--- config.mk ---
export PLATFORM = sky130hd
export DESIGN_NAME = rbs_ctrl
export DESIGN_NICKNAME = d
export VERILOG_FILES = /design/src/hw/rtl/rbs_pkg.sv /design/src/hw/rtl/rbs_ctrl.sv
export SDC_FILE = /design/constraint.sdc
export NUM_CORES = 1
export LEC_CHECK = 0
export BUFFER_PORTS_ARGS = -buffer_cell sky130_fd_sc_hd__buf_2
export CAP_MARGIN = 20
export CORE_ASPECT_RATIO = 2
export CORE_MARGIN = 5
export CORE_UTILIZATION = 39
export CTS_CLUSTER_SIZE = 20
export DETAILED_ROUTE_END_ITERATION = 8
export SYNTH_ARGS = -nofsm -noshare
export SYNTH_HDL_FRONTEND = slang
export SYNTH_SLANG_ARGS = --single-unit
--- constraint.sdc ---
create_clock -name clk -period 4.6 [get_ports clk]
set_clock_uncertainty 0.2 [all_clocks]
set_input_delay 0.46 -clock clk [delete_from_list [all_inputs] [get_ports clk]]
set_output_delay 0.46 -clock clk [all_outputs]
set_load 0.1 [all_outputs]
--- src/hw/rtl/rbs_pkg.sv ---
`default_nettype none
package rbs_pkg;

    localparam int SAMPLE_W = 32;
    localparam int WLEN_W   = 9;
    localparam int BW_W     = 16;
    localparam int VAR_W    = 64;
    localparam int SD_W     = 32;

    localparam logic [0:0] CFG_WINDOW_LENGTH = 1'd0;
    localparam logic [0:0] CFG_BAND_WIDTH    = 1'd1;

    typedef struct packed {
        logic clear;
        logic rd_req;
        logic sum_acc;
        logic mean_start;
        logic sq_acc;
        logic var_start;
        logic sqrt_start;
        logic band_calc;
        logic out_load;
        logic out_zero;
    } cmd_t;

    typedef struct packed {
        logic mean_done;
        logic var_done;
        logic sqrt_done;
    } sts_t;

endpackage
`default_nettype wire

--- src/hw/rtl/rbs_ctrl.sv ---
`default_nettype none
module rbs_ctrl #(
    parameter int WINDOW_MAX = 256
) (
    input  wire logic                         clk,
    input  wire logic                         rst_n,
    input  wire logic                         in_valid,
    output logic                              in_ready,
    output logic                              out_valid,
    input  wire logic                         out_ready,
    input  wire logic [rbs_pkg::WLEN_W-1:0]   wlen,
    input  wire logic [rbs_pkg::BW_W-1:0]     bw,
    input  wire rbs_pkg::sts_t                sts,
    output rbs_pkg::cmd_t                     cmd,
    output logic                              ram_we,
    output logic [$clog2(WINDOW_MAX)-1:0]     waddr,
    output logic [$clog2(WINDOW_MAX)-1:0]     raddr
);
    localparam int AW = $clog2(WINDOW_MAX);
    localparam int CW = $clog2(WINDOW_MAX + 1);

    typedef enum logic [8:0] {
        ST_IDLE  = 9'b000000001,
        ST_SUM   = 9'b000000010,
        ST_MEAN  = 9'b000000100,
        ST_SQ    = 9'b000001000,
        ST_VAR   = 9'b000010000,
        ST_SQRT  = 9'b000100000,
        ST_BAND  = 9'b001000000,
        ST_LOAD  = 9'b010000000,
        ST_OUT   = 9'b100000000
    } state_t;

    state_t          state_reg, state_next;
    logic [AW-1:0]   widx_reg;
    logic [CW-1:0]   cnt_reg;
    logic [AW-1:0]   rptr_reg;
    logic [8:0]      k_reg;      // reads issued
    logic            pend_reg;   // read data arrives next cycle
    logic            last_reg;
    logic            accept, ok;

    assign accept   = in_valid && in_ready;
    assign in_ready = (state_reg == ST_IDLE);
    assign out_valid = (state_reg == ST_OUT);
    assign ram_we   = accept;
    assign waddr    = widx_reg;
    assign raddr    = rptr_reg;

    // count includes the item just written
    assign ok = (wlen != '0) && (bw != '0) && (CW'(wlen) <= cnt_reg)
                && (32'(wlen) <= 32'(WINDOW_MAX));

    always_comb
    begin
        cmd = '0;
        state_next = state_reg;
        case (state_reg)
            ST_IDLE:
            begin
                if (accept)
                begin
                    state_next = ST_LOAD;   // LOAD checks ok after count update
                end
            end
            ST_LOAD:
            begin
                cmd.clear = 1'b1;
                if (ok)
                begin
                    state_next = ST_SUM;
                end
                else
                begin
                    cmd.out_zero = 1'b1;
                    state_next = ST_OUT;
                end
            end
            ST_SUM:
            begin
                cmd.sum_acc = pend_reg;
                if (pend_reg && last_reg)
                begin
                    state_next = ST_MEAN;
                end
            end
            ST_MEAN:
            begin
                cmd.mean_start = !sts.mean_done && !pend_reg;
                if (sts.mean_done)
                begin
                    state_next = ST_SQ;
                end
            end
            ST_SQ:
            begin
                cmd.sq_acc = pend_reg;
                if (pend_reg && last_reg)
                begin
                    state_next = ST_VAR;
                end
            end
            ST_VAR:
            begin
                cmd.var_start = !pend_reg && !sts.var_done;
                if (sts.var_done)
                begin
                    state_next = ST_SQRT;
                end
            end
            ST_SQRT:
            begin
                cmd.sqrt_start = !pend_reg && !sts.sqrt_done;
                if (sts.sqrt_done)
                begin
                    state_next = ST_BAND;
                end
            end
            ST_BAND:
            begin
                if (!pend_reg)
                begin
                    cmd.band_calc = 1'b1;
                end
                else
                begin
                    cmd.out_load = 1'b1;
                    state_next = ST_OUT;
                end
            end
            ST_OUT:
            begin
                if (out_ready)
                begin
                    state_next = ST_IDLE;
                end
            end
            default:
            begin
                state_next = ST_IDLE;
            end
        endcase
    end

    // in the unit states pend_reg marks "start issued", held until the unit is done
    always_ff @(posedge clk or negedge rst_n)
    begin
        if (!rst_n)
        begin
            state_reg <= ST_IDLE;
            widx_reg  <= '0;
            cnt_reg   <= '0;
            rptr_reg  <= '0;
            k_reg     <= '0;
            pend_reg  <= 1'b0;
            last_reg  <= 1'b0;
        end
        else
        begin
            state_reg <= state_next;
            if (accept)
            begin
                widx_reg <= widx_reg + AW'(1);
                if (cnt_reg != CW'(WINDOW_MAX))
                begin
                    cnt_reg <= cnt_reg + CW'(1);
                end
            end
            case (state_reg)
                ST_LOAD, ST_MEAN:
                begin
                    rptr_reg <= widx_reg - AW'(1);
                    k_reg    <= '0;
                    pend_reg <= (state_reg == ST_MEAN) && !sts.mean_done
                                && (pend_reg || cmd.mean_start);
                    last_reg <= 1'b0;
                end
                ST_SUM, ST_SQ:
                begin
                    if (k_reg < 9'(wlen))
                    begin
                        rptr_reg <= rptr_reg - AW'(1);
                        k_reg    <= k_reg + 9'd1;
                        pend_reg <= 1'b1;
                        last_reg <= (k_reg + 9'd1 == 9'(wlen));
                    end
                    else
                    begin
                        pend_reg <= 1'b0;
                    end
                end
                ST_VAR:
                begin
                    pend_reg <= !sts.var_done && (pend_reg || cmd.var_start);
                end
                ST_SQRT:
                begin
                    pend_reg <= !sts.sqrt_done && (pend_reg || cmd.sqrt_start);
                end
                ST_BAND:
                begin
                    pend_reg <= cmd.band_calc;
                end
                default:
                begin
                    pend_reg <= 1'b0;
                end
            endcase
        end
    end

    property p_ready_idle;
        @(posedge clk) disable iff (!rst_n) out_valid |-> !in_ready;
    endproperty
    a_ready_idle: assert property (p_ready_idle) else $error("input taken during output");

    property p_cnt_sat;
        @(posedge clk) disable iff (!rst_n) cnt_reg <= CW'(WINDOW_MAX);
    endproperty
    a_cnt_sat: assert property (p_cnt_sat) else $error("count overflow");

    property p_accept_goes;
        @(posedge clk) disable iff (!rst_n) accept |=> (state_reg == ST_LOAD);
    endproperty
    a_accept_goes: assert property (p_accept_goes) else $error("accept lost");
endmodule
`default_nettype wire

==> impl_metrics.yaml, run 1 <==
cts:
  ctsHoldBuffers: 0
  ctsResizeCount: 0
  clock-sinks: 45
  clockBufferDepth: 2
  cts_root_buf: "clkbuf_16"
  insertion_delay_ns: 0.29
  cts_tree: "done"
  path_clk_slew_ns: 0.07
  cts_buffers: 5
  post_cts_buffers: 0
  htreeDepth: 2
global_route:
  grt_antenna_before_repair: 0
  first_global_vias: 3164
  grt-ovfl-total: 0
  grt_pass1_wl_mm: 15.3
  grt_max_degree: 46
  grt_usage: 0.173
timing:
  setup_violations: 0
  max_slew_margin: 0.473
  period_share: 0.712
  rsz0062_at_grt: "no"
  worst_pin_slew_ns: 0.790
  holdWs_ns: 0.0421
  max_clock_freq_ghz: 0.306
  timing.final.max_slew_violations: 0
  hold_viol: 0
  fin_tns_setup_ns: 0
  finalCriticalPeriod_ns: 3.27
die:
  pin_count: 61
  start_util: 0.395
  die_x_um: 75.9
  dieHeight_um: 142
  fp-row-count: 48
  dieArea_um2: 10800
  core_um2: 8590
logic_synthesis:
  yosys_warnings: 0
  synth_edf_count: 0
  synth_cell_type_count: 68
  syn_inst: 374
  yosysTopAreaCell: "dfrtp_1"
  synthTopCellsByCount: "dfrtp_1 (44), nor2_1 (30), inv_1 (26)"
  async_reset_ff_frac: 1.00
  synthesis.area_um2: 3390
  yosysSeqAreaShare: 0.332
  avgSynthCellArea_um2: 9.07
  syn-num-nets: 429
  ys.flop_type: "dfrtp_1"
  yosysMostFrequentCell: "dfrtp_1"
  synthTopCellsByArea: "dfrtp_1 (32%), ha_1 (8.5%), xnor2_1 (6.2%)"
  synth_top_cell_area_share: 0.325
  synth-seq-cells: 45
job:
  drv_cap: 0
critical_path:
  worstPathArrival_ns: 3.25
  rrSetupSlack_ns: 1.33
  crit_fanout: 16
  end_kind: "flip-flop"
  critPathLaunchType: "flip-flop"
  required_ns: 4.58
  criticalPathCategory: "reg -> reg"
finish:
  drive_gt1_frac: 0.215
  diodes: 0
  post-route-cell-area_um2: 3880
  synthToLayoutAreaGrowth_pct: 14.4
  final_nets: 482
  layout.cells.non_filler: 528
pwr:
  powerDensity_nw_per_um2: 606
  leakage_nw: 1.83
  worst_ir_drop_vdd_mv: 0.389
detailed_routing:
  vias: 3013
  wirelength_mm: 9.06
  first_pass_iters: 4
  wl_per_cell_um: 17.2
  drcViolationCount: 0
  drt_iter0_drc: 109
  vias_per_cell: 5.71
  detail-route-antenna-nets: 0
worst_hold_path:
  hold_class: "in -> async"
placed_design:
  placed_cell_area_um2: 3730
  gp_congestion: 0.919
  dp.cells: 520
  io_buffers: 59
  dp_hpwl_mm: 7.22
outcome:
  outcome: "complete, no violations"
## cell usage in the layout, fill, tap and decap left out, drive strengths merged, types with 4 or more instances in the layout
| cell | count |
|---|---|
| clkbuf | 5 |
| inv | 27 |
| xnor2 | 24 |
| a211oi | 4 |
| xor2 | 8 |
| a22o | 5 |
| o41ai | 5 |
| nand3 | 12 |
| nor2 | 32 |
| nand2 | 21 |
| nor2b | 4 |
| or3 | 4 |
| ha | 23 |
| nor3 | 18 |
| dfrtp | 44 |
| a21oi | 16 |
| mux2i | 6 |
| nor4 | 12 |
| o21ai | 20 |
| nand4 | 8 |
| and3 | 9 |
| and2 | 4 |
| buf | 60 |
| nand2b | 7 |
## path summary, 6_finish.rpt
path,start,to,cells after the start
setup / recovery,state_reg[5]$_DFFE_PN0P_,raddr[6]$_DFFE_PN0P_,9
hold / removal,rst_n,cnt_reg[8]$_DFFE_PN0P_,2
setup reg to reg,state_reg[5]$_DFFE_PN0P_,raddr[6]$_DFFE_PN0P_,9
hold reg to reg,cnt_reg[2]$_DFFE_PN0P_,cnt_reg[2]$_DFFE_PN0P_,1
max in group asynchronous,rst_n,raddr[2]$_DFFE_PN0P_,2
min in group clk,in_valid,state_reg[0]$_DFFE_PN1P_,2
## cell type report
cell class,count,area (µm²)
Clock buffer,5,125
Clock inverter,3,21.3
Fill cell,867,4710
Inverter,26,97.6
Multi-Input combinational cell,289,2080
Sequential cell,45,1130
Tap cell,100,125
Timing Repair Buffer,60,303
## power breakdown
part           internal, mW  switching (mW)  leakage (nW)
combinational         0.345           0.975          1.18
clock                 0.202           0.158        0.0702
sequential            0.502           0.170         0.578
## stage by stage
| stage | power (mW) | util | worst slack [ns] |
|---|---|---|---|
| finish | 2.35 | 0.451 | 1.33 |
| global route | 2.50 | 0.451 | 1.00 |
| CTS | 2.37 | 0.451 | 1.33 |
| detailed placement | 2.01 | 0.434 | 1.33 |
| global placement | 1.98 | 0.434 | 1.43 |
| floorplan | 1.73 | - | 0.500 |
## kinds of logic (layout without fill, tap and decap cells)
kind of cell             count (synthesis)  after routing  synth area share
adder cells (fa/ha/maj)                 23             23            0.0849
AND/OR/NAND/NOR                        151            151             0.260
other                                    1              1           0.00111
buffers and inverters                   40             94            0.0546
AO/OA/AOI/OAI                           74             74             0.160
flip-flops                              45             45             0.332
multiplexers                             8              8            0.0244
XOR/XNOR                                32             32            0.0827
## metal layers
layer | vias to the layer above | global-route usage | wire length (µm)
met4 | 0 | 0.0910 | 403
met5 | - | 0 | 0
li1 | 1469 | - | -
met1 | 1447 | 0.174 | 3250
met2 | 69 | 0.336 | 5140
met3 | 28 | 0.0229 | 277
## worst max-delay path, stage by stage, from the launching register on
cell and delay, ns:
dfrtp_1 0.47, nor3_4 0.38, and3_1 0.75, mux2i_1 0.31, ha_1 0.28, nand2b_1 0.11, nor4_1 0.19, mux2i_1 0.14
nor3_1 0.23, a21oi_1 0.09
Note: power is estimated with default switching activity, not from simulation.
==> run 2, diff against run 1 <==
==> constraint.sdc (replaced) <==
create_clock -name clk -period 2.75 [get_ports clk]
set_clock_uncertainty 0.2 [all_clocks]
set_input_delay 0.275 -clock clk [delete_from_list [all_inputs] [get_ports clk]]
set_output_delay 0.275 -clock clk [all_outputs]
set_load 0.1 [all_outputs]
==> run 2 against run 1 <==
Net effect:
- non-clock buffer count up 30
- combinational power up 83%
- sequential share of layout area down 2.5 points
- worst setup slack worse by 1.3 ns
- global-route usage up 0.80 points
- worst hold slack better by 0.099 ns
- flip-flop and latch count unchanged
- cell count up 5.7%
- core utilization up 4.2 points
- largest power group unchanged
==> impl_metrics.yaml, run 2 (synthesis results as in run 1) <==
timing:
  period_share: 0.976
  hold_viol: 0
  setup_violations: 0
  fin_tns_setup_ns: 0
  finalCriticalPeriod_ns: 2.68
  max_slew_margin: 0.614
  worst_pin_slew_ns: 0.575
  worst_slack_ns: 0.0661
  max_clock_freq_ghz: 0.373
  timing.final.max_slew_violations: 0
finish:
  multiInputGateArea_um2: 2180
  layout.cells.non_filler: 558
  fillers: 844
  final_cell_mix: "buf_2 (55), dfrtp_1 (44), buf_4 (29), nor2_1 (28), inv_1 (25)"
  drive_gt1_frac: 0.299
  regArea_um2: 1130
  diodes: 0
  final_nets: 512
  final_common_cell: "buf_2"
  synthToLayoutAreaGrowth_pct: 25.1
detailed_routing:
  wl_per_cell_um: 17.8
  wirelength_mm: 9.92
  first_pass_iters: 4
  vias: 3167
  drcViolationCount: 0
  vias_per_cell: 5.68
  detail-route-antenna-nets: 0
  drt_iter0_drc: 187
critical_path:
  crit_fanout: 10
  criticalPathCategory: "reg -> out"
  end_kind: "output pin"
  required_ns: 2.28
  worstPathArrival_ns: 2.21
  critPathLaunchType: "flip-flop"
global_route:
  first_global_vias: 3296
  grt_max_degree: 22
  grt_pass1_wl_mm: 16.0
  grt_usage: 0.181
  grt_antenna_before_repair: 0
  grt-ovfl-total: 0
cts:
  htreeDepth: 2
  cts_root_buf: "clkbuf_16"
  clock-sinks: 45
  insertion_delay_ns: 0.29
  cts_buffers: 5
  cts_tree: "done"
  path_clk_slew_ns: 0.06
  clockBufferDepth: 2
die:
  dieArea_um2: 10800
  pin_count: 61
  fp-row-count: 48
  core_um2: 8590
  dieHeight_um: 142
  start_util: 0.395
  die_x_um: 75.9
outcome:
  outcome: "complete, no violations"
worst_hold_path:
  hold_class: "in -> reg"
placed_design:
  dp_hpwl_mm: 7.91
  dp.cells: 544
  gp_congestion: 0.917
  io_buffers: 59
  pre_cts_slack_ns: 0.0852
pwr:
  leakage_nw: 2.00
  worst_ir_drop_vdd_mv: 0.831
  powerDensity_nw_per_um2: 981
  power_mw: 4.16
job:
  drv_cap: 0
## run 2: cell count changes in the layout (fill, tap and decap cells not counted), moves of 3 or more
cell | previous run | this run
buf_2 | 59 | 55
nor3_1 | 16 | 13
ha_1 | 23 | 20
nor3_2 | 1 | 4
buf_4 | 1 | 29
## run 2: worst paths after layout
| kind | slack, ns | depth (start not counted) | start | to |
|---|---|---|---|---|
| worst max register to register | 0.18 | 9 | state_reg[0]$_DFFE_PN1P_ | raddr[6]$_DFFE_PN0P_ |
| max in group asynchronous | 1.45 | 3 | rst_n | waddr[2]$_DFFE_PN0P_ |
| worst max-delay path | 0.07 | 5 | state_reg[1]$_DFFE_PN0P_ | cmd[6] |
| worst min register to register | 0.33 | 1 | k_reg[8]$_DFFE_PN0P_ | k_reg[8]$_DFFE_PN0P_ |
| min in group asynchronous | 0.30 | 2 | rst_n | cnt_reg[8]$_DFFE_PN0P_ |
| worst min-delay path | 0.14 | 3 | sts[1] | state_reg[4]$_DFFE_PN0P_ |
## run 2: area by class of cell
cell class / count / area share
clock buffers: 6 / 0.0327
flip-flops and latches: 45 / 0.266
clock inverters: 2 / 0.00324
inverters: 26 / 0.0230
repair buffers: 90 / 0.132
well taps: 100 / 0.0295
multi-input cells: 289 / 0.514
## run 2: where the power goes
part           internal [mW]  switching [mW]
clock                  0.362           0.262
sequential             0.839           0.273
combinational          0.692            1.73
total                   1.89            2.27
## run 2: what timing repair did
action | CTS | global route
endpoints found under the setup margin | 1 | 6
buffers inserted | 0 | 4
hold endpoints to repair | 19 | 0
resized for setup | 5 | 12
hold buffers | 2 | 0
pin swaps | 0 | 1
## run 2: stage by stage
stage	hold slack (ns)	util	area, µm²
finish	0.141	0.494	4240
global route	0.148	0.494	4240
CTS	0.130	0.482	4140
detailed placement	0.0781	0.460	3950
global placement	0.0665	0.460	3950
floorplan	-0.221	-	3420
## run 2: worst max-delay path, cell delays in order, from the launching register on
cell and delay [ns]:
dfrtp_1 0.40, buf_4 0.18, or4b_1 0.56, or4_4 0.49, nor2_4 0.12, buf_12 0.18
## run 2: routing by layer
| layer | part of all wire | global-route usage | up-vias |
|---|---|---|---|
| li1 | - | - | 1523 |
| met1 | 0.35 | 0.177 | 1567 |
| met2 | 0.60 | 0.364 | 61 |
| met3 | 0.024 | 0.0235 | 16 |
| met4 | 0.025 | 0.0797 | 0 |
| met5 | 0 | 0 | - |
==> run 3, diff against run 2 <==
--- a/config.mk
+++ b/config.mk
@@ -12,6 +12,7 @@
 export CORE_UTILIZATION = 39
 export CTS_CLUSTER_SIZE = 20
 export DETAILED_ROUTE_END_ITERATION = 8
+export PLACE_DENSITY = 0.71
 export SYNTH_ARGS = -nofsm -noshare
 export SYNTH_HDL_FRONTEND = slang
 export SYNTH_SLANG_ARGS = --single-unit
==> run 3 against run 2 <==
Net effect:
- count of clock-buffer cells in the layout stayed put
- non-clock buffer count is 7 lower
- die area stayed put
- maximum frequency is 1.3% lower
- final area is 0.62% lower
- routed wire length is 9.1% lower
- global-route usage is 1.2 points lower
- clock power is 14% higher
- register-to-register slack worse by 0.09 ns
- critical path type unchanged
- via count is 2.5% lower
==> impl_metrics.yaml, run 3 (synthesis results as in run 1) <==
outcome:
  outcome: "complete, no violations"
timing:
  max_clock_freq_ghz: 0.368
  period_share: 0.989
  finalCriticalPeriod_ns: 2.72
  timing.final.max_slew_violations: 0
  fin_tns_setup_ns: 0
  max_slew_margin: 0.500
  rsz0062_at_grt: "yes"
  hold_viol: 0
  setup_violations: 0
  worst_pin_slew_ns: 0.745
die:
  fp-row-count: 48
  pin_count: 61
  dieHeight_um: 142
  start_util: 0.395
  dieArea_um2: 10800
  die_x_um: 75.9
  core_um2: 8590
critical_path:
  critPathLaunchType: "flip-flop"
  r2r_cells: 9
  rr_endpoint: "raddr[6]$_DFFE_PN0P_"
  crit_fanout: 3
  rrSetupSlack_ns: 0.09
  end_kind: "output pin"
  worstPathArrival_ns: 2.24
  required_ns: 2.28
  criticalPathCategory: "reg -> out"
  r2r-start: "state_reg[0]$_DFFE_PN1P_"
cts:
  cts_root_buf: "clkbuf_16"
  clockBufferDepth: 2
  clock-sinks: 45
  insertion_delay_ns: 0.29
  path_clk_slew_ns: 0.07
  htreeDepth: 2
  cts_tree: "done"
  cts_buffers: 5
pwr:
  pwr-share-comb: 0.563
  power_switching_mw: 2.23
  clock_power_share: 0.170
  worst_ir_drop_vdd_mv: 0.966
  seqPwrFrac: 0.267
  switching_share: 0.533
  powerDensity_nw_per_um2: 994
  leakage_nw: 1.96
  p_int_mw: 1.96
global_route:
  first_global_vias: 3216
  grt-ovfl-total: 0
  grt_usage: 0.169
  grt_pass1_wl_mm: 15.0
  grt_antenna_before_repair: 0
  grt_max_degree: 35
finish:
  drive_gt1_frac: 0.290
  final_nets: 505
  final_util: 0.491
  final_cell_mix: "buf_2 (51), dfrtp_1 (43), nor2_1 (28), inv_1 (25), xnor2_1 (24)"
  final_common_cell: "buf_2"
  diodes: 0
  synthToLayoutAreaGrowth_pct: 24.3
  fillers: 806
placed_design:
  io_buffers: 59
  dp_hpwl_mm: 7.24
  gp_congestion: 0.882
detailed_routing:
  drt_iter0_drc: 97
  first_pass_iters: 4
  wirelength_mm: 9.02
  drcViolationCount: 0
  wl_per_cell_um: 16.4
  vias: 3089
  vias_per_cell: 5.61
  detail-route-antenna-nets: 0
job:
  drv_cap: 0
worst_hold_path:
  min_from: "sts[1]"
  hold_depth: 3
  hold_class: "in -> reg"
  whs_endpoint: "state_reg[4]$_DFFE_PN0P_"
run 3: per-stage QoR:
step,power (mW),area (µm²),setup WS [ns],hold WS (ns),std cells
finish,4.19,4220,0.0301,0.0992,551
global route,4.44,4220,-0.0705,0.113,551
CTS,4.16,4120,0.00387,0.0976,547
detailed placement,3.43,3900,0.0435,-0.0292,537
global placement,3.39,3900,0.129,-0.0300,537
floorplan,2.92,3420,-0.206,-0.221,374
run 3: cell type report:
class / instances / area, µm² / share of cell area
Multi-Input combinational cell: 289 / 2170 / 0.515
Sequential cell: 45 / 1130 / 0.268
Timing Repair Buffer: 83 / 517 / 0.123
Clock buffer: 6 / 139 / 0.0329
Tap cell: 100 / 125 / 0.0297
Inverter: 26 / 97.6 / 0.0232
Clock inverter: 2 / 37.5 / 0.00890
run 3: critical path: stages (launching register included):
cell      delay, ns
dfrtp_1        0.37
inv_1          0.08
ha_1           0.29
and4_1         0.25
a211oi_2       0.26
a41oi_2        0.07
a211oi_2       0.25
buf_4          0.16
nor3_2         0.04
buf_6          0.18
run 3: routing by layer:
metal / routed length (µm) / global-route usage / up-vias
met4: 399 / 0.0985 / 0
met5: 0 / 0 / -
met2: 5020 / 0.313 / 70
li1: - / - / 1514
met1: 3310 / 0.174 / 1474
met3: 294 / 0.0292 / 31
run 3: power groups by stage:
stage          sequential [mW]  combinational [mW]  clock [mW]
5_1_grt                   1.15                2.54       0.750
3_5_place_dp              1.12                2.31           0
6_report                  1.12                2.36       0.713
3_3_place_gp              1.11                2.28           0
2_1_floorplan             1.68                1.24           0
4_1_cts                   1.11                2.33       0.727
run 3: timing repair:
item,CTS,global route
endpoints found under the hold margin,12,0
hold buffers,2,0
pin swaps,1,3
endpoints found under the setup margin,2,11
setup buffers,0,4
resized for setup,6,15
run 3: worst max-delay path by stage:
stage / depth (start not counted) / to / startpoint
floorplan: 4 / cmd[3] / state_reg[1]$_DFFE_PN0P_
global placement: 9 / cmd[0] / cnt_reg[6]$_DFFE_PN0P_
detailed placement: 9 / cmd[0] / cnt_reg[6]$_DFFE_PN0P_
CTS: 5 / cmd[4] / state_reg[1]$_DFFE_PN0P_
global route: 8 / raddr[6]$_DFFE_PN0P_ / state_reg[0]$_DFFE_PN1P_
finish: 9 / cmd[0] / cnt_reg[8]$_DFFE_PN0P_
